==> src/rtl/s7j3d_fifo.sv <==
// Small register FIFO that decouples the stencil front end from the arithmetic back end.
// No dependencies.
`default_nettype none
module s7j3d_fifo #(
  parameter int unsigned DATA_W = 8,
  parameter int unsigned DEPTH  = 4
) (
  input  wire logic              clk_i,
  input  wire logic              rst_ni,
  input  wire logic              push_valid_i,
  output logic                   push_ready_o,
  input  wire logic [DATA_W-1:0] push_data_i,
  output logic                   pop_valid_o,
  input  wire logic              pop_ready_i,
  output logic [DATA_W-1:0]      pop_data_o
);
  localparam int unsigned PW = (DEPTH > 1) ? $clog2(DEPTH) : 1;
  localparam int unsigned CW = $clog2(DEPTH + 1);

  logic [DATA_W-1:0] slot_q [DEPTH];
  logic [PW-1:0]     wr_ptr_q, rd_ptr_q;
  logic [CW-1:0]     count_q;
  logic              push, pop;

  assign push_ready_o = (count_q != CW'(DEPTH));
  assign pop_valid_o  = (count_q != '0);
  assign pop_data_o   = slot_q[rd_ptr_q];
  assign push         = push_valid_i && push_ready_o;
  assign pop          = pop_valid_o && pop_ready_i;

  always_ff @(posedge clk_i or negedge rst_ni) begin
    if (!rst_ni) begin
      wr_ptr_q <= '0;
      rd_ptr_q <= '0;
      count_q  <= '0;
    end else begin
      if (push) begin
        wr_ptr_q <= (wr_ptr_q == PW'(DEPTH - 1)) ? '0 : wr_ptr_q + 1'b1;
      end
      if (pop) begin
        rd_ptr_q <= (rd_ptr_q == PW'(DEPTH - 1)) ? '0 : rd_ptr_q + 1'b1;
      end
      if (push && !pop) begin
        count_q <= count_q + 1'b1;
      end else if (pop && !push) begin
        count_q <= count_q - 1'b1;
      end
    end
  end

  always_ff @(posedge clk_i) begin
    if (push) begin
      slot_q[wr_ptr_q] <= push_data_i;
    end
  end
endmodule
`default_nettype wire

==> config.mk <==
export PLATFORM = sky130hd
export DESIGN_NAME = s7j3d_fifo
export DESIGN_NICKNAME = d
export VERILOG_FILES = /design/src/rtl/s7j3d_fifo.sv
export SDC_FILE = /design/constraint.sdc
export NUM_CORES = 1
export LEC_CHECK = 0
export ABC_AREA = 1
export BUFFER_PORTS_ARGS = -buffer_cell sky130_fd_sc_hd__buf_4
export CORE_MARGIN = 4
export CORE_UTILIZATION = 25
export CTS_CLUSTER_SIZE = 25
export DETAILED_ROUTE_END_ITERATION = 12
export GPL_TIMING_DRIVEN = 0
export SLEW_MARGIN = 30
export SYNTH_ARGS = -nofsm -noshare
export SYNTH_HDL_FRONTEND = slang
export SYNTH_SLANG_ARGS = --single-unit
==> constraint.sdc <==
create_clock -name clk_i -period 1.9 [get_ports clk_i]
set_input_delay 0.475 -clock clk_i [delete_from_list [all_inputs] [get_ports clk_i]]
set_output_delay 0.475 -clock clk_i [all_outputs]
set_load 0.01 [all_outputs]
* Word level (Yosys, flattened, before mapping) *
Memory sizes are Yosys's and may differ from the RTL's.
Cells that the tools add are included.

word-level totals
  register bits = 7
  bits in writable memories = 32
  bits of input ports = 12
  output and inout bits = 10
  logic and storage cells = 25
  memories kept = 1

memories
  name    words  bits a word  read ports  clocked after memory_dff  write ports  line  RTL
  slot_q  4      8            1           0                         1            20    logic [DATA_W-1:0] slot_q [DEPTH];

cells by class
  add/sub/neg operators = 4
  equality and inequality tests = 3
  mux-type cells = 6
  reductions and logical operators = 8

operators with widths
  kind                                                                 count
  3-bit two-way mux                                                    2
  2-bit by 1-bit adder with 2-bit output (second input constant)       2
  2-bit == test (second input constant)                                2
  1-bit logical AND                                                    4
  2-bit two-way mux                                                    2
  3-bit by 1-bit adder with 3-bit output (second input constant)       1
  3-bit inequality test (second input constant)                        1
  3-bit nonzero test                                                   1
  3-bit by 1-bit subtractor with 3-bit output (second input constant)  1
  1-bit zero test                                                      2
  1-bit two-way mux                                                    2
  2-bit nonzero test                                                   1

* Logic depth before layout (Yosys ltp) *
Gate-level depths: netlist of the first run.

  depth after elaboration = 6
  mapped depth = 12
  mapped depth without buffers = 12

* Least setup slack after synthesis of the first run *
Ideal clock, no wire load.

  path kind = register -> register
  from = register count_q[1]
  to = register count_q[2]
  setup time = 0.117 ns
  arrival time = 1.603 ns
  required time = 1.783 ns
  slack = 0.180 ns
  cell stages (with the launch flop) = 11
  buffers on the path = 0
  clock period less this slack = 1.720 ns
  cell sequence = dfrtp_1 inv_1 nand3_1 nand2_2 ha_1 inv_1 fa_1 nand2_1 nand3_1 nand2_1 nand2_1

between the ends
  word-level cells in the longest chain between the ends = 5
  elaborated cells on any way between the ends = 13
  those cells by class = add/sub: 2; eq/ne: 1; mux: 2; reduce/logical: 8

RTL lines
  item                                                            line  RTL
  from (decl)                                                     22    logic [CW-1:0] count_q;
  from (signal assigned)                                          44    count_q <= count_q + 1'b1;
  from (signal assigned)                                          46    count_q <= count_q - 1'b1;
  3-bit nonzero test (*)                                          26    assign pop_valid_o = (count_q != '0);
  named net pop_valid_o                                           13    output logic pop_valid_o,
  1-bit logical AND (*)                                           29    assign pop = pop_valid_o && pop_ready_i;
  1-bit zero test                                                 43    if (push && !pop) begin
  1-bit logical AND                                               43
  3-bit two-way mux / 2-bit nonzero test (equally long branches)  --

The timed path passes the listed nets; every way through them passes the cells marked *. The select of a mux whose other input is x is not followed.
A chain may end at the register's enable or synchronous reset.

* Final worst setup path of the first run *
  from = register rd_ptr_q[0]
  to = output pop_data_o[6]

between the ends
  word-level cells in the longest chain between the ends = 1

RTL lines
  item                    line  RTL
  from (decl)             21    logic [PW-1:0] wr_ptr_q, rd_ptr_q;
  from (signal assigned)  41    rd_ptr_q <= (rd_ptr_q == PW'(DEPTH - 1)) ? '0 : rd_ptr_q + 1'b1;
  memory 4 x 8 bit        --
  to (decl)               15    output logic [DATA_W-1:0] pop_data_o

Every way passes these cells.

==> summary.txt, run 1 <==
Outcome -> finished, final reports clean
Worst-case setup margin in the final layout -> 0.0333 ns
Effective utilization at floorplan -> 0.258
Detailed-route DRC error count -> 0
Cells traversed along the worst timing path -> buf_6 > buf_8 > o211ai_1 > nand2_1 > buf_6
Share of the cycle needed by the critical path after routing -> 0.982
CORE AREA -> 0.00679 mm2
Maximum operating frequency -> 0.536 GHz
Critical path buffers and inverters -> 3
Clock buffer count from CTS -> 5
Pin count of the biggest net entering global routing -> 14
Clock-pin slew of the registers on the worst-case setup and hold paths -> 0.07 ns
Power density of the placed cells -> 1480 mW/mm2
Die Span X -> 91.8 um
Maximum capacitance violations -> 0
I/O pin total -> 22
Most common library cell in the layout ignoring fill and taps -> nand2_1
Number of setup violations in the final report -> 0
RePlAce Congestion -> 0.718
Initial DRC Count -> 68
Net switching power figure -> 0.00120 W
Synthesized instance count -> 152
Area of the mapped netlist -> 0.00175 mm2
Total wire length -> 3320 um
Distinct cell type count of the synthesized netlist -> 16
Highest cell delay on the worst timing path -> 0.39 ns
Maximum VDD drop -> 0.297 mV
Vias in the first global route -> 1130
Rows -> 30
Hold violation total from the final report -> 0
FF+latch count, synth -> 39
Total global-route track usage -> 0.0851
Share of layout cells above drive strength 1 -> 0.247
Tmin final -> 1.87 ns
Commonest cells after routing, fill and taps aside -> nand2_1, edfxtp_1, inv_1
Arrival time at the worst endpoint -> 1.39 ns
Routed Antenna Nets -> 0
Top cell family by delay on the critical path -> buffers and inverters
Clk buf depth -> 2
Worst EP required -> 1.42 ns
Global-route wire length before repair -> 5400 um
Final HPWL DP -> 2170 um
Proportion of power drawn by the clock network -> 0.166
Avg Inst Size Synth -> 11.5 um2
Die boundary height -> 91.8 um
Sequential cell area fraction in the yosys report -> 0.648
Top post-synthesis cells by area -> edfxtp_1, dfrtp_1, nand2_1, o211ai_1, inv_1
Worst min path class -> input pin to register
Post-synth top area cell -> edfxtp_1
Logic gate share of total power -> 0.447
Post-place setup slack -> 0.0709 ns
Yosys top cell area share -> 0.548
Internal -> 0.00205 W
TritonCTS clock tree -> yes
Power share of the sequential group -> 0.387
Setup repair after global routing missed its margin -> yes
Remaining global-route overflow -> 0
Static leakage power -> 0.921 nW
Placed standard-cell area -> 0.00203 mm2
Number of port buffers -> 21
Final max-slew violation count -> 0
Clock insertion delay at the later pin of the skew report -> 0.29 ns
Max Fanout on Critical Path -> 10
CTS H-Tree Depth -> 2
Synthesized net count -> 171
Final design area excluding fillers -> 0.00219 mm2
Via density per instance -> 4.06
Initial antenna violation count -> 0
P&R area growth vs syn -> 24.9%
Yosys Warn Count -> 0
Transition at the pin with the smallest max-transition slack -> 0.833 ns
Cell mode on critical path -> buf_6
Antenna cells -> 0
Total iterations of the first detailed-routing run -> 6
Net count of the finished layout -> 204
Switching Fraction -> 0.368
Worst clock skew -> 0.00202 ns
Filler cell count in the final layout -> 687
Relative slew slack -> 0.443
Library cell contributing the largest single delay on the critical path -> dfrtp_1
Kind of end point of the critical path -> primary output
CTS sink count -> 39
Die Outline Area -> 0.00842 mm2
Kind of critical path -> register to primary output
Routed length per placed instance -> 11.8 um
Clock Root Buffer -> clkbuf_8
Startpoint types -> register
Vias after detailed routing -> 1144
flip-flops by register name, indices dropped and copies added, names as in the netlist:
| signal | flops |
|---|---|
| rd_ptr_q | 2 |
| slot_q | 32 |
| count_q | 3 |
| wr_ptr_q | 2 |
metrics by stage:
step | hold WS, ns | utilization | setup TNS, ns | cells | power, W
global placement | 0.296 | 0.299 | 0 | 269 | 0.00260
CTS | 0.373 | 0.316 | 0 | 280 | 0.00321
floorplan | 0.179 | - | 0 | 152 | 0.00212
global route | 0.374 | 0.322 | -0.0761 | 282 | 0.00351
finish | 0.383 | 0.322 | 0 | 282 | 0.00325
detailed placement | 0.297 | 0.299 | 0 | 269 | 0.00262
final timing paths:
kind	start	end	slack, ns	cells after the start
setup / recovery	rd_ptr_q[0]$_DFFE_PN0P_	pop_data_o[6]	0.03	5
hold / removal	push_data_i[5]	slot_q[1][5]$_DFFE_PP_	0.38	1
setup reg to reg	count_q[0]$_DFFE_PN0P_	count_q[2]$_DFFE_PN0P_	0.14	10
hold reg to reg	count_q[0]$_DFFE_PN0P_	count_q[0]$_DFFE_PN0P_	0.52	1
max in group asynchronous	rst_ni	count_q[0]$_DFFE_PN0P_	1.23	2
min in group asynchronous	rst_ni	count_q[1]$_DFFE_PN0P_	0.53	2
per-layer routing:
| layer | vias up | GRT usage | routed length, um |
|---|---|---|---|
| met5 | - | 0 | 0 |
| met4 | 0 | 0.0396 | 67 |
| met3 | 6 | 0.0246 | 112 |
| met2 | 26 | 0.148 | 1680 |
| met1 | 546 | 0.0958 | 1450 |
| li1 | 566 | - | - |
Yosys cell counts, drive strengths merged:
library cell   n
nand3          7
buf            5
ha             6
nand2         39
fa             1
edfxtp        32
inv           30
xnor2          1
nand4          1
dfrtp          7
nor2           6
o211ai        16
o21ai          1
kinds of logic (layout without fill, tap and decap cells):
| family | Yosys count | in the layout | synth area share |
|---|---|---|---|
| flops | 39 | 39 | 0.648 |
| compound gates | 17 | 17 | 0.0713 |
| simple gates | 53 | 53 | 0.126 |
| xor+xnor | 1 | 1 | 0.00499 |
| buf+inv | 35 | 69 | 0.0963 |
| fa+ha+maj | 7 | 7 | 0.0542 |
worst register-to-register path: stages, from the launching register on:
cell	delay [ns]
dfrtp_2	0.44
inv_2	0.09
nand3_2	0.13
nand2_2	0.11
ha_1	0.16
inv_1	0.06
fa_1	0.38
nand2_1	0.10
nand3_1	0.07
nand2_1	0.06
nand2_1	0.05
area by class of cell:
type | instances | area [um2] | share of cell area
Timing Repair Buffer | 26 | 201 | 0.0919
Clock inverter | 3 | 20.0 | 0.00914
Tap cell | 96 | 120 | 0.0548
Clock buffer | 5 | 68.8 | 0.0314
Multi-Input combinational cell | 78 | 467 | 0.213
Sequential cell | 39 | 1140 | 0.519
Inverter | 30 | 116 | 0.0531
Buffer | 5 | 60.1 | 0.0274
timing repair:
item | CTS | global route
endpoints found under the hold margin | 7 | 0
resized for setup | 1 | 7
setup buffers | 2 | 2
setup endpoints to repair | 8 | 17
hold buffers | 1 | 0
pin swaps | 1 | 13
power by group through the flow:
| stage | clock, W | sequential, W | combinational (W) |
|---|---|---|---|
| CTS | 0.000555 | 0.00125 | 0.00140 |
| global placement | 0 | 0.00126 | 0.00134 |
| floorplan | 0 | 0.00125 | 0.000873 |
| global route | 0.000587 | 0.00128 | 0.00165 |
| finish | 0.000539 | 0.00126 | 0.00145 |
| detailed placement | 0 | 0.00127 | 0.00135 |
Note: power is estimated with default switching activity, not from simulation.
==> run 2, diff against run 1 <==
--- a/config.mk
+++ b/config.mk
@@ -9,6 +9,7 @@
 export BUFFER_PORTS_ARGS = -buffer_cell sky130_fd_sc_hd__buf_4
 export CORE_MARGIN = 4
 export CORE_UTILIZATION = 25
+export CTS_BUF_LIST = sky130_fd_sc_hd__clkbuf_8
 export CTS_CLUSTER_SIZE = 25
 export DETAILED_ROUTE_END_ITERATION = 12
 export GPL_TIMING_DRIVEN = 0
==> constraint.sdc (replaced) <==
create_clock -name clk_i -period 1.6 [get_ports clk_i]
set_input_delay 0.4 -clock clk_i [delete_from_list [all_inputs] [get_ports clk_i]]
set_output_delay 0.4 -clock clk_i [all_outputs]
set_load 0.01 [all_outputs]
==> summary.txt, run 2 (synthesis results as in run 1) <==
Clock-pin slew of the registers on the worst-case setup and hold paths -> 0.07 ns
CTS H-Tree Depth -> 2
Clk buf depth -> 2
Share of layout cells above drive strength 1 -> 0.345
Largest Register -> slot_q
Worst clock skew -> 0.00800 ns
Outcome -> complete, but fails checks
Antenna cells -> 0
Worst min path class -> input pin to register
DP Cell Count -> 269
TritonCTS clock tree -> yes
Vias in the first global route -> 1111
Worst EP required -> 1.20 ns
Final HPWL DP -> 2220 um
Filler cell count in the final layout -> 673
Placed standard-cell area -> 0.00207 mm2
Global-route wire length before repair -> 5200 um
Share of the cycle needed by the critical path after routing -> 1.09
Arrival time at the worst endpoint -> 1.35 ns
Transition at the pin with the smallest max-transition slack -> 0.470 ns
Final max-slew violation count -> 0
Total area of sequential cells -> 0.00114 mm2
Net count of the finished layout -> 218
Source of the critical timing path -> rd_ptr_q[0]$_DFFE_PN0P_
Endpoint of the most critical register-to-register path -> count_q[1]$_DFFE_PN0P_
Maximum operating frequency -> 0.571 GHz
Number of setup violations in the final report -> 10
Number of port buffers -> 21
Power density of the placed cells -> 1840 mW/mm2
Vias after detailed routing -> 1156
Die boundary height -> 91.8 um
CORE AREA -> 0.00679 mm2
Initial DRC Count -> 31
I/O pin total -> 22
Startpoint types -> register
Die Span X -> 91.8 um
Kind of end point of the critical path -> primary output
Final design area excluding fillers -> 0.00240 mm2
Routed Antenna Nets -> 0
R2r setup slk -> -0.04 ns
Hold wc startpoint -> push_data_i[4]
Clock insertion delay at the later pin of the skew report -> 0.29 ns
Violations in the final reports -> negative setup slack
Max FFs per register -> 32
Relative slew slack -> 0.686
Clock buffer count from CTS -> 5
Setup crit end -> pop_data_o[5]
Total iterations of the first detailed-routing run -> 4
Maximum capacitance violations -> 0
Reg2reg start -> count_q[1]$_DFFE_PN0P_
Rows -> 30
Kind of critical path -> register to primary output
Maximum VDD drop -> 0.474 mV
Commonest cells after routing, fill and taps aside -> nand2_1, edfxtp_1, buf_4
Total global-route track usage -> 0.0813
CTS sink count -> 39
Max Fanout on Critical Path -> 10
Remaining global-route overflow -> 0
Number of cells in the finished layout apart from fillers -> 296
Registers with the most flip-flops -> slot_q (32), count_q (3)
Setup repair after global routing missed its margin -> yes
Tmin final -> 1.75 ns
Reg2Reg Depth -> 9
Pin count of the biggest net entering global routing -> 14
Clock Root Buffer -> clkbuf_8
Hold violation total from the final report -> 0
Total wire length -> 3410 um
Most common library cell in the layout ignoring fill and taps -> nand2_1
P&R area growth vs syn -> 36.9%
Routed length per placed instance -> 11.5 um
Via density per instance -> 3.91
Worst-case setup margin in the final layout -> -0.150 ns
Detailed-route DRC error count -> 0
Static leakage power -> 1.02 nW
Effective utilization at floorplan -> 0.258
Initial antenna violation count -> 0
Area occupied by multi-input gates -> 515 um2
RePlAce Congestion -> 0.718
Die Outline Area -> 0.00842 mm2
==> run 2: worst max-delay path, cell delays in order, from the launching register on <==
cell and delay [ns]:
dfrtp_1 0.39, buf_6 0.14, buf_6 0.14, o211ai_1 0.17, nand2_1 0.09, buf_4 0.15
==> run 2: worst min-delay path by stage <==
stage,end,slack [ns],depth (start not counted)
6_report,slot_q[3][4]$_DFFE_PP_,0.31,1
5_1_grt,slot_q[3][4]$_DFFE_PP_,0.30,1
4_1_cts,slot_q[3][4]$_DFFE_PP_,0.31,1
3_5_place_dp,count_q[2]$_DFFE_PN0P_,0.22,1
3_3_place_gp,count_q[2]$_DFFE_PN0P_,0.22,1
2_1_floorplan,count_q[0]$_DFFE_PN0P_,0.10,0
==> run 2: layout make-up <==
class | instances | share of cell area
Multi-Input combinational cell | 78 | 0.215
Inverter | 30 | 0.0505
Clock buffer | 5 | 0.0286
Tap cell | 96 | 0.0500
Buffer | 5 | 0.0266
Clock inverter | 3 | 0.0182
Timing Repair Buffer | 40 | 0.139
Sequential cell | 39 | 0.473
==> run 2: power by group <==
group | switching [W] | leakage [nW] | internal [W]
Clock | 0.000342 | 0.0581 | 0.000464
Combinational | 0.00108 | 0.581 | 0.00106
Sequential | 0.000112 | 0.378 | 0.00136
==> run 2: layer usage <==
metal  part of all wire  global-route usage  vias up
met3              0.036              0.0271        7
li1                   -                   -      598
met2               0.54               0.145       16
met4              0.024              0.0421        0
met1               0.40              0.0839      535
met5                  0                   0        -
==> run 2: metrics by stage <==
stage               TNS (ns)  setup WS (ns)  power [W]  hold WS [ns]  utilization
floorplan            -0.0338        -0.0338    0.00260         0.104            -
global placement       -2.83         -0.102    0.00315         0.222        0.305
detailed placement     -3.02         -0.115    0.00319         0.222        0.305
CTS                    -1.29         -0.166    0.00424         0.306        0.338
global route           -1.97         -0.239    0.00473         0.302        0.354
finish                 -1.08         -0.150    0.00442         0.309        0.354
==> run 2: what timing repair did <==
action,4_1_cts,5_1_grt
gates resized for setup,11,10
endpoints found under the hold margin,7,0
pin swaps,11,12
buffers inserted,9,9
gates cloned,0,0
hold buffers,1,0
setup endpoints to repair,42,11
