### config.mk
export PLATFORM = sky130hd
export DESIGN_NAME = s7j3d_front
export DESIGN_NICKNAME = d
export VERILOG_FILES = /design/src/rtl/s7j3d_pkg.sv /design/src/rtl/s7j3d_front.sv
export SDC_FILE = /design/constraint.sdc
export NUM_CORES = 1
export LEC_CHECK = 0
export BUFFER_PORTS_ARGS = -buffer_cell sky130_fd_sc_hd__buf_2
export CAP_MARGIN = 20
export CORE_MARGIN = 5
export CORE_UTILIZATION = 60
export DETAILED_ROUTE_END_ITERATION = 8
export PLACE_DENSITY = 0.82
export SLEW_MARGIN = 25
export SYNTH_ARGS = -nofsm -noshare
export SYNTH_HDL_FRONTEND = slang
export SYNTH_SLANG_ARGS = --single-unit
### constraint.sdc
create_clock -name clk_i -period 5.8 [get_ports clk_i]
set_input_delay 1.16 -clock clk_i [delete_from_list [all_inputs] [get_ports clk_i]]
set_output_delay 1.16 -clock clk_i [all_outputs]
set_load 0.02 [all_outputs]
### src/rtl/s7j3d_pkg.sv
// Shared constants for the 3D seven-point Jacobi stencil block.
// No dependencies; imported by the front, back and top-level modules.
`default_nettype none
package s7j3d_pkg;
  localparam int unsigned GRID_EDGE_W   = 6;   // width of the grid_edge register
  localparam int unsigned GRID_EDGE_RST = 62;  // grid_edge after reset
  localparam int unsigned N_TAPS        = 6;   // face neighbors in one update
  localparam int unsigned N_HIST_RD     = 5;   // neighbors taken from history
  localparam int unsigned DIV_CONST     = 6;   // divisor of the neighbor sum
  localparam int unsigned DIV_STEPS     = 8;   // quotient bits per divider stage
  localparam int unsigned ONE_Q16       = 65536;
endpackage
`default_nettype wire

### src/rtl/s7j3d_front.sv
// Stencil front end: grid edge register, position counters, plane history memories.
// Depends on s7j3d_pkg; feeds interior cells with their neighbors into s7j3d_fifo.
`default_nettype none
module s7j3d_front
  import s7j3d_pkg::*;
#(
  parameter int unsigned MAX_EDGE    = 62,
  parameter int unsigned VALUE_WIDTH = 32,
  parameter int unsigned CW          = 6,
  parameter int unsigned QW          = 8
) (
  input  wire logic                   clk_i,
  input  wire logic                   rst_ni,
  input  wire logic                   cfg_we_i,
  input  wire logic [GRID_EDGE_W-1:0] cfg_data_i,
  input  wire logic                   in_valid_i,
  output logic                        in_ready_o,
  input  wire logic [VALUE_WIDTH-1:0] cell_value_i,
  input  wire logic                   first_cell_i,
  output logic                        push_valid_o,
  input  wire logic                   push_ready_i,
  output logic [QW-1:0]               push_data_o
);
  localparam int unsigned W     = VALUE_WIDTH;
  localparam int unsigned PAD   = MAX_EDGE + 2;
  localparam int unsigned EW    = CW + 1;
  localparam int unsigned EEW   = 2 * EW;
  localparam int unsigned AW    = $clog2(2 * PAD * PAD);
  localparam int unsigned DEPTH = 1 << AW;
  localparam int unsigned N_RST = (GRID_EDGE_RST > MAX_EDGE) ? MAX_EDGE : GRID_EDGE_RST;
  localparam int unsigned E_RST = N_RST + 2;
  localparam int unsigned EE_RST = E_RST * E_RST;

  // grid geometry, settled when the register is written
  logic [CW-1:0]  n_q;
  logic [EW-1:0]  e_q;
  logic [EEW-1:0] ee_q;
  logic [AW-1:0]  off_q [N_HIST_RD];
  logic [CW-1:0]  n_d;
  logic [EW-1:0]  e_d;
  logic [EEW-1:0] ee_d;

  logic [CW-1:0]  x_q, y_q, z_q;
  logic [CW-1:0]  cx, cy, cz;
  logic [AW-1:0]  pos_lin;
  logic [AW-1:0]  raddr [N_HIST_RD];
  logic           accept, interior, is_last;

  logic [W-1:0]   mem_q [N_HIST_RD][DEPTH];
  logic [W-1:0]   rd_q  [N_HIST_RD];

  logic           s1_valid_q, s1_int_q, s1_last_q;
  logic [W-1:0]   s1_v_q;
  logic [CW-1:0]  s1_x_q, s1_y_q, s1_z_q;
  logic           s1_go;

  always_comb begin
    if (cfg_data_i == '0) begin
      n_d = CW'(1);
    end else if (int'(cfg_data_i) > int'(MAX_EDGE)) begin
      n_d = CW'(MAX_EDGE);
    end else begin
      n_d = CW'(cfg_data_i);
    end
    e_d  = EW'(n_d) + EW'(2);
    ee_d = EEW'(e_d) * EEW'(e_d);
  end

  always_ff @(posedge clk_i or negedge rst_ni) begin
    if (!rst_ni) begin
      n_q      <= CW'(N_RST);
      e_q      <= EW'(E_RST);
      ee_q     <= EEW'(EE_RST);
      off_q[0] <= AW'(EE_RST + 1);
      off_q[1] <= AW'(EE_RST - 1);
      off_q[2] <= AW'(EE_RST + E_RST);
      off_q[3] <= AW'(EE_RST - E_RST);
      off_q[4] <= AW'(2 * EE_RST);
    end else if (cfg_we_i) begin
      n_q      <= n_d;
      e_q      <= e_d;
      ee_q     <= ee_d;
      off_q[0] <= AW'(ee_d + EEW'(1));
      off_q[1] <= AW'(ee_d - EEW'(1));
      off_q[2] <= AW'(ee_d + EEW'(e_d));
      off_q[3] <= AW'(ee_d - EEW'(e_d));
      off_q[4] <= AW'({ee_d, 1'b0});
    end
  end

  assign accept = in_valid_i && in_ready_o;
  assign cx = first_cell_i ? '0 : x_q;
  assign cy = first_cell_i ? '0 : y_q;
  assign cz = first_cell_i ? '0 : z_q;

  assign pos_lin = AW'(cx) + AW'(e_q) * AW'(cy) + AW'(ee_q) * AW'(cz);

  always_comb begin
    for (int k = 0; k < N_HIST_RD; k++) begin
      raddr[k] = pos_lin - off_q[k];
    end
  end

  // the cell one plane below the current one is the one being updated
  assign interior = (cx != '0) && (cx <= n_q) && (cy != '0) && (cy <= n_q) &&
                    (EW'(cz) >= EW'(2)) && (EW'(cz) <= EW'(n_q) + EW'(1));
  assign is_last  = (cx == n_q) && (cy == n_q) && (EW'(cz) == EW'(n_q) + EW'(1));

  always_ff @(posedge clk_i or negedge rst_ni) begin
    if (!rst_ni) begin
      x_q <= '0;
      y_q <= '0;
      z_q <= '0;
    end else if (accept) begin
      if (EW'(cx) + EW'(1) >= e_q) begin
        x_q <= '0;
        if (EW'(cy) + EW'(1) >= e_q) begin
          y_q <= '0;
          z_q <= (EW'(cz) + EW'(1) >= e_q) ? '0 : cz + 1'b1;
        end else begin
          y_q <= cy + 1'b1;
          z_q <= cz;
        end
      end else begin
        x_q <= cx + 1'b1;
        y_q <= cy;
        z_q <= cz;
      end
    end
  end

  always_ff @(posedge clk_i) begin
    if (accept) begin
      for (int k = 0; k < N_HIST_RD; k++) begin
        mem_q[k][pos_lin] <= cell_value_i;
        rd_q[k]           <= mem_q[k][raddr[k]];
      end
    end
  end

  // drop cells that update nothing, hold the rest until the queue has room
  assign s1_go      = !s1_int_q || push_ready_i;
  assign in_ready_o = !s1_valid_q || s1_go;

  always_ff @(posedge clk_i or negedge rst_ni) begin
    if (!rst_ni) begin
      s1_valid_q <= 1'b0;
      s1_int_q   <= 1'b0;
    end else if (accept) begin
      s1_valid_q <= 1'b1;
      s1_int_q   <= interior;
    end else if (s1_go) begin
      s1_valid_q <= 1'b0;
      s1_int_q   <= 1'b0;
    end
  end

  always_ff @(posedge clk_i) begin
    if (accept) begin
      s1_v_q    <= cell_value_i;
      s1_x_q    <= cx;
      s1_y_q    <= cy;
      s1_z_q    <= cz - 1'b1;
      s1_last_q <= is_last;
    end
  end

  assign push_valid_o = s1_valid_q && s1_int_q;
  assign push_data_o  = {s1_last_q, s1_z_q, s1_y_q, s1_x_q,
                         rd_q[4], rd_q[3], rd_q[2], rd_q[1], rd_q[0], s1_v_q};
endmodule
`default_nettype wire

* Yosys cells after proc, flatten, opt, wreduce, memory -nomap -nowiden
Cells that the tools add are included.
Word-level totals: logic and storage cells 53, input port bits 44, register bits after elaboration 41
Operators by class: order comparisons 8, $add $sub $neg 8, mux-type cells 14, reductions and logical operators 15
Operators by type and width (number):
- $mux W6 | 11
- $add A6 B1 Y7 const B | 4
- $ge A7 B7 Y1 | 3
- $add A6 B1 Y6 const B | 3
- $le A6 B6 Y1 | 2
- $reduce_bool A6 Y1 | 2
- $add A6 B2 Y7 const B | 1
- $le A6 B7 Y1 | 1
- $logic_and A1 B1 Y1 | 7
- $ge A6 B2 Y1 const B | 1
- $gt A6 B6 Y1 const B | 1
- $logic_not A6 Y1 | 1
- $mux W1 | 3
- $logic_not A1 Y1 | 2
- $logic_or A1 B1 Y1 | 2
- $reduce_bool A2 Y1 | 1

* Logic depth before layout (Yosys ltp)
Gate-level depths: netlist of run 1.
word-level depth 8, depth in mapped cells 15, gate-level depth less buffers 14

* Worst setup path after synthesis of run 1
No wires, ideal clock.
path kind input to register, start point in first_cell_i, end point reg y_q[2], stages on the path 13, data required time 5.717 ns, path slack 2.150 ns, arrival 3.568 ns, library setup time 0.083 ns, cells stage by stage buf_2 -> buf_1 -> nor2b_1 -> ha_1 -> and3_1 -> and3_1 -> ha_1 -> a21oi_1 -> o21a_1 -> o21ai_0 -> nor3_1 -> a32oi_1 -> o21ai_0
On the way: cells in the longest elaborated chain, start to end 5
Ends and longest elaborated chain:
- start, declared | line s7j3d_front.sv:19 | input wire logic first_cell_i,
- $mux W6 | line s7j3d_front.sv:93 | assign cy = first_cell_i ? '0 : y_q;
- $add A6 B1 Y7 | line s7j3d_front.sv:117 | if (EW'(cy) + EW'(1) >= e_q) begin
- $ge A7 B7 Y1 | line s7j3d_front.sv:117
- $mux W6 | line s7j3d_front.sv:117
- $mux W6 * | line s7j3d_front.sv:115 | if (EW'(cx) + EW'(1) >= e_q) begin
- end signal, assigned | line s7j3d_front.sv:121 | y_q <= cy + 1'b1;
- end signal, assigned | line s7j3d_front.sv:126 | y_q <= cy;
- end, declared | line s7j3d_front.sv:43 | logic [CW-1:0] x_q, y_q, z_q;
Every way passes the cells marked *; elsewhere a longest branch is shown, timed or not. A chain may end at the register's enable or synchronous reset.

* Worst setup path in the final report of run 1
Ends and elaborated chain as after synthesis.

==> results.py, run 1 <==
metrics = {
    "run_status": {
        "status": "finished clean",
    },
    "synth": {
        "yosys_warnings": 0,
        "synth_edf_count": 8,
        "ys_ff_latch": 40,
        "synth_cell_types": 50,
        "synth_ff_type": "dfrtp_1",
        "avgSynthCellArea_um2": 8.87,
        "syn-num-nets": 431,
        "syn_area_um2": 3080,
        "ys_seq_area_frac": 0.341,
        "async_flop_share": 0.800,
        "syn_inst": 347,
    },
    "timing": {
        "rsz0062_at_grt": "no",
        "min_period_over_period": 0.682,
        "period_needed_ns": 3.96,
        "fin_skew_ns": 0.0131,
        "finalSetupViolations": 0,
        "final_max_slew_viol_count": 0,
        "tns_ns": 0,
        "timing.fmax_mhz": 253,
        "worst_slew_pin_slew_ns": 0.735,
        "worst_hold_slack_ns": 0.537,
        "hold_viol": 0,
        "slew-limit-headroom": 0.505,
    },
    "power": {
        "power.density_nw_per_um2": 197,
        "vdd_ir_drop_max_mv": 0.165,
        "p_leak_uw": 0.00161,
    },
    "worst_setup_path": {
        "crit_fanout": 31,
        "cp_cell_sequence": "buf_2, buf_4, nor2b_1, ha_1, and3_1, and3_1, ha_1, a21oi_1, o21a_1, o21ai_0, nor3_1, a32oi_1, o21ai_0",
        "path_class": "primary input to register",
        "cp_data_arrival_time_ns": 4.17,
        "cp-end-kind": "register",
        "r2r_slack_ns": 2.63,
        "rr_worst_depth": 11,
        "crit_path_top_delay_cell": "nor3_1",
        "cp-start-kind": "primary input",
        "critPathMaxStageDelay_ns": 0.60,
        "cp.required_ns": 6.01,
    },
    "detailed_routing": {
        "drc": 0,
        "postRouteAntennaNets": 0,
        "post_drt_wl_per_cell_um": 16.5,
        "dr_total_vias": 2685,
        "vias_per_cell": 6.03,
        "drt_wl_total_um": 7340,
        "dr.first_iter.drc_count": 165,
        "first_pass_iters": 5,
    },
    "layout": {
        "fin_nets": 458,
        "syn_to_final_growth_pct": 9.43,
        "layout-drive-gt1-share": 0.139,
        "final_common_cell": "nand2_1",
        "diodes": 0,
        "final_cell_mix": "41 x nand2_1, 40 x ha_1, 29 x o21ai_0, 29 x buf_2, 26 x dfrtp_1",
    },
    "die": {
        "die_h_um": 81.6,
        "die_width_um": 81.6,
        "dieArea_um2": 6660,
        "rows": 26,
        "ios": 54,
        "initial_utilization": 0.610,
        "core-area_um2": 5040,
    },
    "global_routing": {
        "grt_pass1_vias": 2587,
        "grt_pass1_wl_um": 12200,
        "grt_max_degree": 33,
        "grt_use_total": 0.241,
        "antenna_found_initial": 0,
        "grt.overflow.total": 0,
    },
    "cts": {
        "tritoncts": "done",
        "postCtsHoldBufs": 0,
        "cts.clk_slew.worst_paths_ns": 0.08,
        "clkLatencyLatePin_ns": 0.30,
        "htree_num_levels": 2,
        "cts_buffer_depth": 2,
        "cts-buffers-inserted": 5,
        "post_cts_resized": 0,
        "clkSinkCount": 40,
        "cts_setup_buffers": 0,
        "root_buffer": "clkbuf_8",
    },
    "flow_run": {
        "max_cap_violations": 0,
    },
    "placement": {
        "gp_congestion": 0.953,
        "port_buffers": 29,
        "hpwl_um": 5490,
    },
    "hold_path": {
        "holdPathStages": 2,
        "min_path_type": "register to register",
    },
}
==> final cells by class <==
class | count | area [µm²]
sequential | 40 | 1050
inverter | 24 | 90.1
timing repair buffer | 31 | 160
multi-input combinational | 272 | 1890
fill | 399 | 1670
clock inverter | 1 | 7.51
tap | 70 | 87.6
clock buffer | 7 | 86.3
==> sequential cells by signal (all words and copies together) (netlist names) <==
register,cells
e_q,6
s1_int_q,1
y_q,6
s1_v_q,8
z_q,6
x_q,6
s1_valid_q,1
n_q,6
==> logic make-up after synthesis <==
family,synth area share
xor gates and xnor gates,0.0427
AOI/OAI and AO/OA,0.198
muxes,0.00691
adders and majority gates,0.166
buffers and inverters,0.0459
and+or+nand+nor,0.200
DFF,0.341
==> final timing paths <==
check | start | end
max reg2reg | y_q[0]$_DFFE_PN0P_ | y_q[2]$_DFFE_PN0P_
max | first_cell_i | y_q[2]$_DFFE_PN0P_
min reg2reg | e_q[5]$_DFFE_PN0P_ | e_q[5]$_DFFE_PN0P_
min in group asynchronous | rst_ni | z_q[0]$_DFFE_PN0P_
max in group asynchronous | rst_ni | x_q[0]$_DFFE_PN0P_
min | e_q[5]$_DFFE_PN0P_ | e_q[5]$_DFFE_PN0P_
==> metal layers <==
metal	track usage	wire (µm)
met5	0	0
met4	0.101	223
met3	0.0395	450
met2	0.396	3530
met1	0.314	3140
==> report_power, final <==
group          total [µW]  switching, µW  internal, µW
clock network         201            105          96.8
registers             322           15.4           306
logic                 141           88.8          52.4
==> critical path: cells and delay by family <==
family | cells | cell delay [ns]
AOI/OAI and AO/OA | 5 | 0.90
buffers and inverters | 2 | 0.39
and+or+nand+nor | 4 | 1.11
adders and majority gates | 2 | 0.59
==> Yosys cell counts, drive strengths merged (2+ instances only) <==
cell	n	share of area
a211oi	4	0.0098
a21o	8	0.020
a21oi	18	0.029
a22o	6	0.017
a22oi	2	0.0049
a31oi	5	0.010
a32o	3	0.0098
a32oi	2	0.0057
and3	6	0.012
and4	3	0.0089
buf	4	0.0081
clkbuf	7	0.0085
dfrtp	26	0.21
dfstp	6	0.051
edfxtp	8	0.078
ha	40	0.16
inv	24	0.029
nand2	42	0.052
nand2b	5	0.010
nand3	14	0.023
nand4	8	0.018
nor2	22	0.027
nor2b	10	0.020
nor3	4	0.0065
nor4	5	0.012
o21a	4	0.0098
o21ai	31	0.050
o31ai	2	0.0049
xnor2	9	0.026
xor2	6	0.017
==> metrics by stage <==
| stage | total power (µW) | util | setup slack (ns) | std cells | area (µm²) |
|---|---|---|---|---|---|
| after global routing | 701 | 0.668 | 1.55 | 445 | 3370 |
| after CTS | 664 | 0.668 | 1.91 | 445 | 3370 |
| after floorplan | 420 | - | 2.15 | 347 | 3080 |
| after global placement | 460 | 0.649 | 1.67 | 437 | 3270 |
| after detailed placement | 466 | 0.649 | 1.58 | 437 | 3270 |
| final | 664 | 0.668 | 1.84 | 445 | 3370 |
Note: power is estimated with default switching activity, not from simulation.
==> run 2, diff against run 1 <==
--- a/config.mk
+++ b/config.mk
@@ -8,9 +8,9 @@
 export BUFFER_PORTS_ARGS = -buffer_cell sky130_fd_sc_hd__buf_2
 export CAP_MARGIN = 20
 export CORE_MARGIN = 5
-export CORE_UTILIZATION = 60
+export CORE_UTILIZATION = 57
 export DETAILED_ROUTE_END_ITERATION = 8
-export PLACE_DENSITY = 0.82
+export PLACE_DENSITY = 0.78
 export SLEW_MARGIN = 25
 export SYNTH_ARGS = -nofsm -noshare
 export SYNTH_HDL_FRONTEND = slang
==> constraint.sdc (replaced) <==
create_clock -name clk_i -period 3.7 [get_ports clk_i]
set_input_delay 0.74 -clock clk_i [delete_from_list [all_inputs] [get_ports clk_i]]
set_output_delay 0.74 -clock clk_i [all_outputs]
set_load 0.02 [all_outputs]
==> results.py, run 2 (synthesized netlist as in run 1, its figures left out) <==
metrics = {
    "timing": {
        "finalWorstSetupSlack_ns": 0.356,
        "worst_hold_slack_ns": 0.494,
        "timing.fmax_mhz": 299,
        "finalSetupViolations": 0,
        "final_max_slew_viol_count": 0,
        "worst_slew_pin_slew_ns": 0.725,
        "slew-limit-headroom": 0.517,
        "min_period_over_period": 0.904,
        "hold_viol": 0,
        "rsz0062_at_grt": "no",
        "tns_ns": 0,
        "fin_skew_ns": 0.00778,
        "period_needed_ns": 3.34,
    },
    "worst_setup_path": {
        "crit_fanout": 7,
        "cp_cell_sequence": "buf_2, inv_1, nand2_1, inv_1, ha_1, and3_1, xnor2_1, nor2_1, ha_1, nand4_1, and3_1, o21a_1, nor3_1, a32oi_1, o21ai_0",
        "cp-end-kind": "register",
        "cp_top_family": "simple AND/OR/NAND/NOR gates",
        "crit_buf_inv": 3,
        "cp_data_arrival_time_ns": 3.56,
        "path_class": "primary input to register",
        "cp.required_ns": 3.91,
        "cp-start-kind": "primary input",
        "crit_path_top_delay_cell": "nor3_1",
        "r2r_slack_ns": 0.65,
        "critPathMaxStageDelay_ns": 0.55,
    },
    "layout": {
        "syn_to_final_growth_pct": 12.5,
        "final_common_cell": "nand2_1",
        "fin_nets": 466,
        "diodes": 0,
        "stdcell_area_um2": 3460,
        "regMostFlops": "s1_v_q",
        "final_cell_mix": "41 x nand2_1, 40 x ha_1, 29 x o21ai_0, 29 x buf_2, 26 x dfrtp_1",
        "nFillCells": 421,
        "largest_reg_flops": 8,
        "layout-drive-gt1-share": 0.157,
    },
    "flow_run": {
        "max_cap_violations": 0,
    },
    "die": {
        "core-area_um2": 5170,
        "initial_utilization": 0.595,
        "die_width_um": 83.5,
        "ios": 54,
        "rows": 26,
        "dieArea_um2": 6970,
        "die_h_um": 83.5,
    },
    "global_routing": {
        "grt_pass1_vias": 2759,
        "grt_pass1_wl_um": 13300,
        "grt.overflow.total": 0,
        "grt_use_total": 0.235,
        "antenna_found_initial": 0,
        "grt_max_degree": 33,
    },
    "cts": {
        "tritoncts": "done",
        "cts.clk_slew.worst_paths_ns": 0.08,
        "cts-buffers-inserted": 5,
        "root_buffer": "clkbuf_8",
        "cts_setup_buffers": 0,
        "cts_buffer_depth": 2,
        "post_cts_resized": 0,
        "clkLatencyLatePin_ns": 0.30,
        "postCtsHoldBufs": 0,
        "clkSinkCount": 40,
        "htree_num_levels": 2,
    },
    "run_status": {
        "status": "finished clean",
    },
    "detailed_routing": {
        "wl_met3_um": 548,
        "dr.first_iter.drc_count": 211,
        "dr_total_vias": 2826,
        "dr_wl_met2_um": 3770,
        "vias_per_cell": 6.24,
        "met1_length_um": 3380,
        "routed.top_layer": "met4",
        "postRouteAntennaNets": 0,
        "drt_wl_total_um": 7900,
        "post_drt_wl_per_cell_um": 17.4,
        "first_pass_iters": 5,
        "drc": 0,
    },
    "placement": {
        "gp_congestion": 0.938,
        "port_buffers": 29,
        "hpwl_um": 5870,
        "dp_slack_ns": 0.0966,
        "place_area_um2": 3330,
    },
    "power": {
        "p_leak_uw": 0.00167,
        "vdd_ir_drop_max_mv": 0.178,
        "power.density_nw_per_um2": 330,
    },
    "hold_path": {
        "min_path_type": "primary input to async pin",
    },
}
run 2: cell types whose count changed in the layout (fill, tap and decap cells not counted):
cell        delta
buf_4          +8
clkbuf_8       -1
clkinvlp_4     -1
clkbuf_16      +1
bufinv_16      +1
run 2: layer usage:
metal / up-vias / track usage
met5: - / 0
met4: 0 / 0.0804
met3: 25 / 0.0424
met2: 133 / 0.390
met1: 1334 / 0.307
li1: 1334 / -
run 2: cell type report:
cell class | count | area [µm²] | share of cell area
inverter | 24 | 90.1 | 0.0260
clock inverter | 1 | 30.0 | 0.00867
sequential | 40 | 1050 | 0.303
tap | 70 | 87.6 | 0.0253
multi-input combinational | 272 | 1890 | 0.545
clock buffer | 7 | 97.6 | 0.0282
timing repair buffer | 39 | 220 | 0.0636
run 2: worst reg2reg max path, stage by stage, from the launching register on:
cell and delay, ns:
dfrtp_1 0.42, nand2_1 0.13, inv_1 0.09, ha_1 0.21, and3_1 0.21, and4_1 0.20
ha_1 0.33, nand4_1 0.10, and3_1 0.21, o21a_1 0.23, nor3_1 0.55, a32oi_1 0.18
o21ai_0 0.10
run 2: final timing paths:
path                                 endpoint  cells past startpoint                from
max reg2reg                y_q[2]$_DFFE_PN0P_                     12  x_q[0]$_DFFE_PN0P_
max                        y_q[2]$_DFFE_PN0P_                     15        first_cell_i
max in group asynchronous  y_q[2]$_DFFE_PN0P_                      1              rst_ni
min in group clk_i         e_q[5]$_DFFE_PN0P_                      2  e_q[5]$_DFFE_PN0P_
min reg2reg                e_q[5]$_DFFE_PN0P_                      2  e_q[5]$_DFFE_PN0P_
min                        z_q[1]$_DFFE_PN0P_                      1              rst_ni
run 2: power by group:
part,switching (µW),total [µW],internal [µW]
clock,161,403,243
combinational,145,231,86.5
sequential,26.5,507,480
total,332,1140,809
run 2: through the flow:
step                utilization  total power [µW]  cells
global route              0.669              1200    453
global placement          0.645               730    445
finish                    0.669              1140    453
detailed placement        0.645               741    445
CTS                       0.669              1140    453
floorplan                     -               659    347
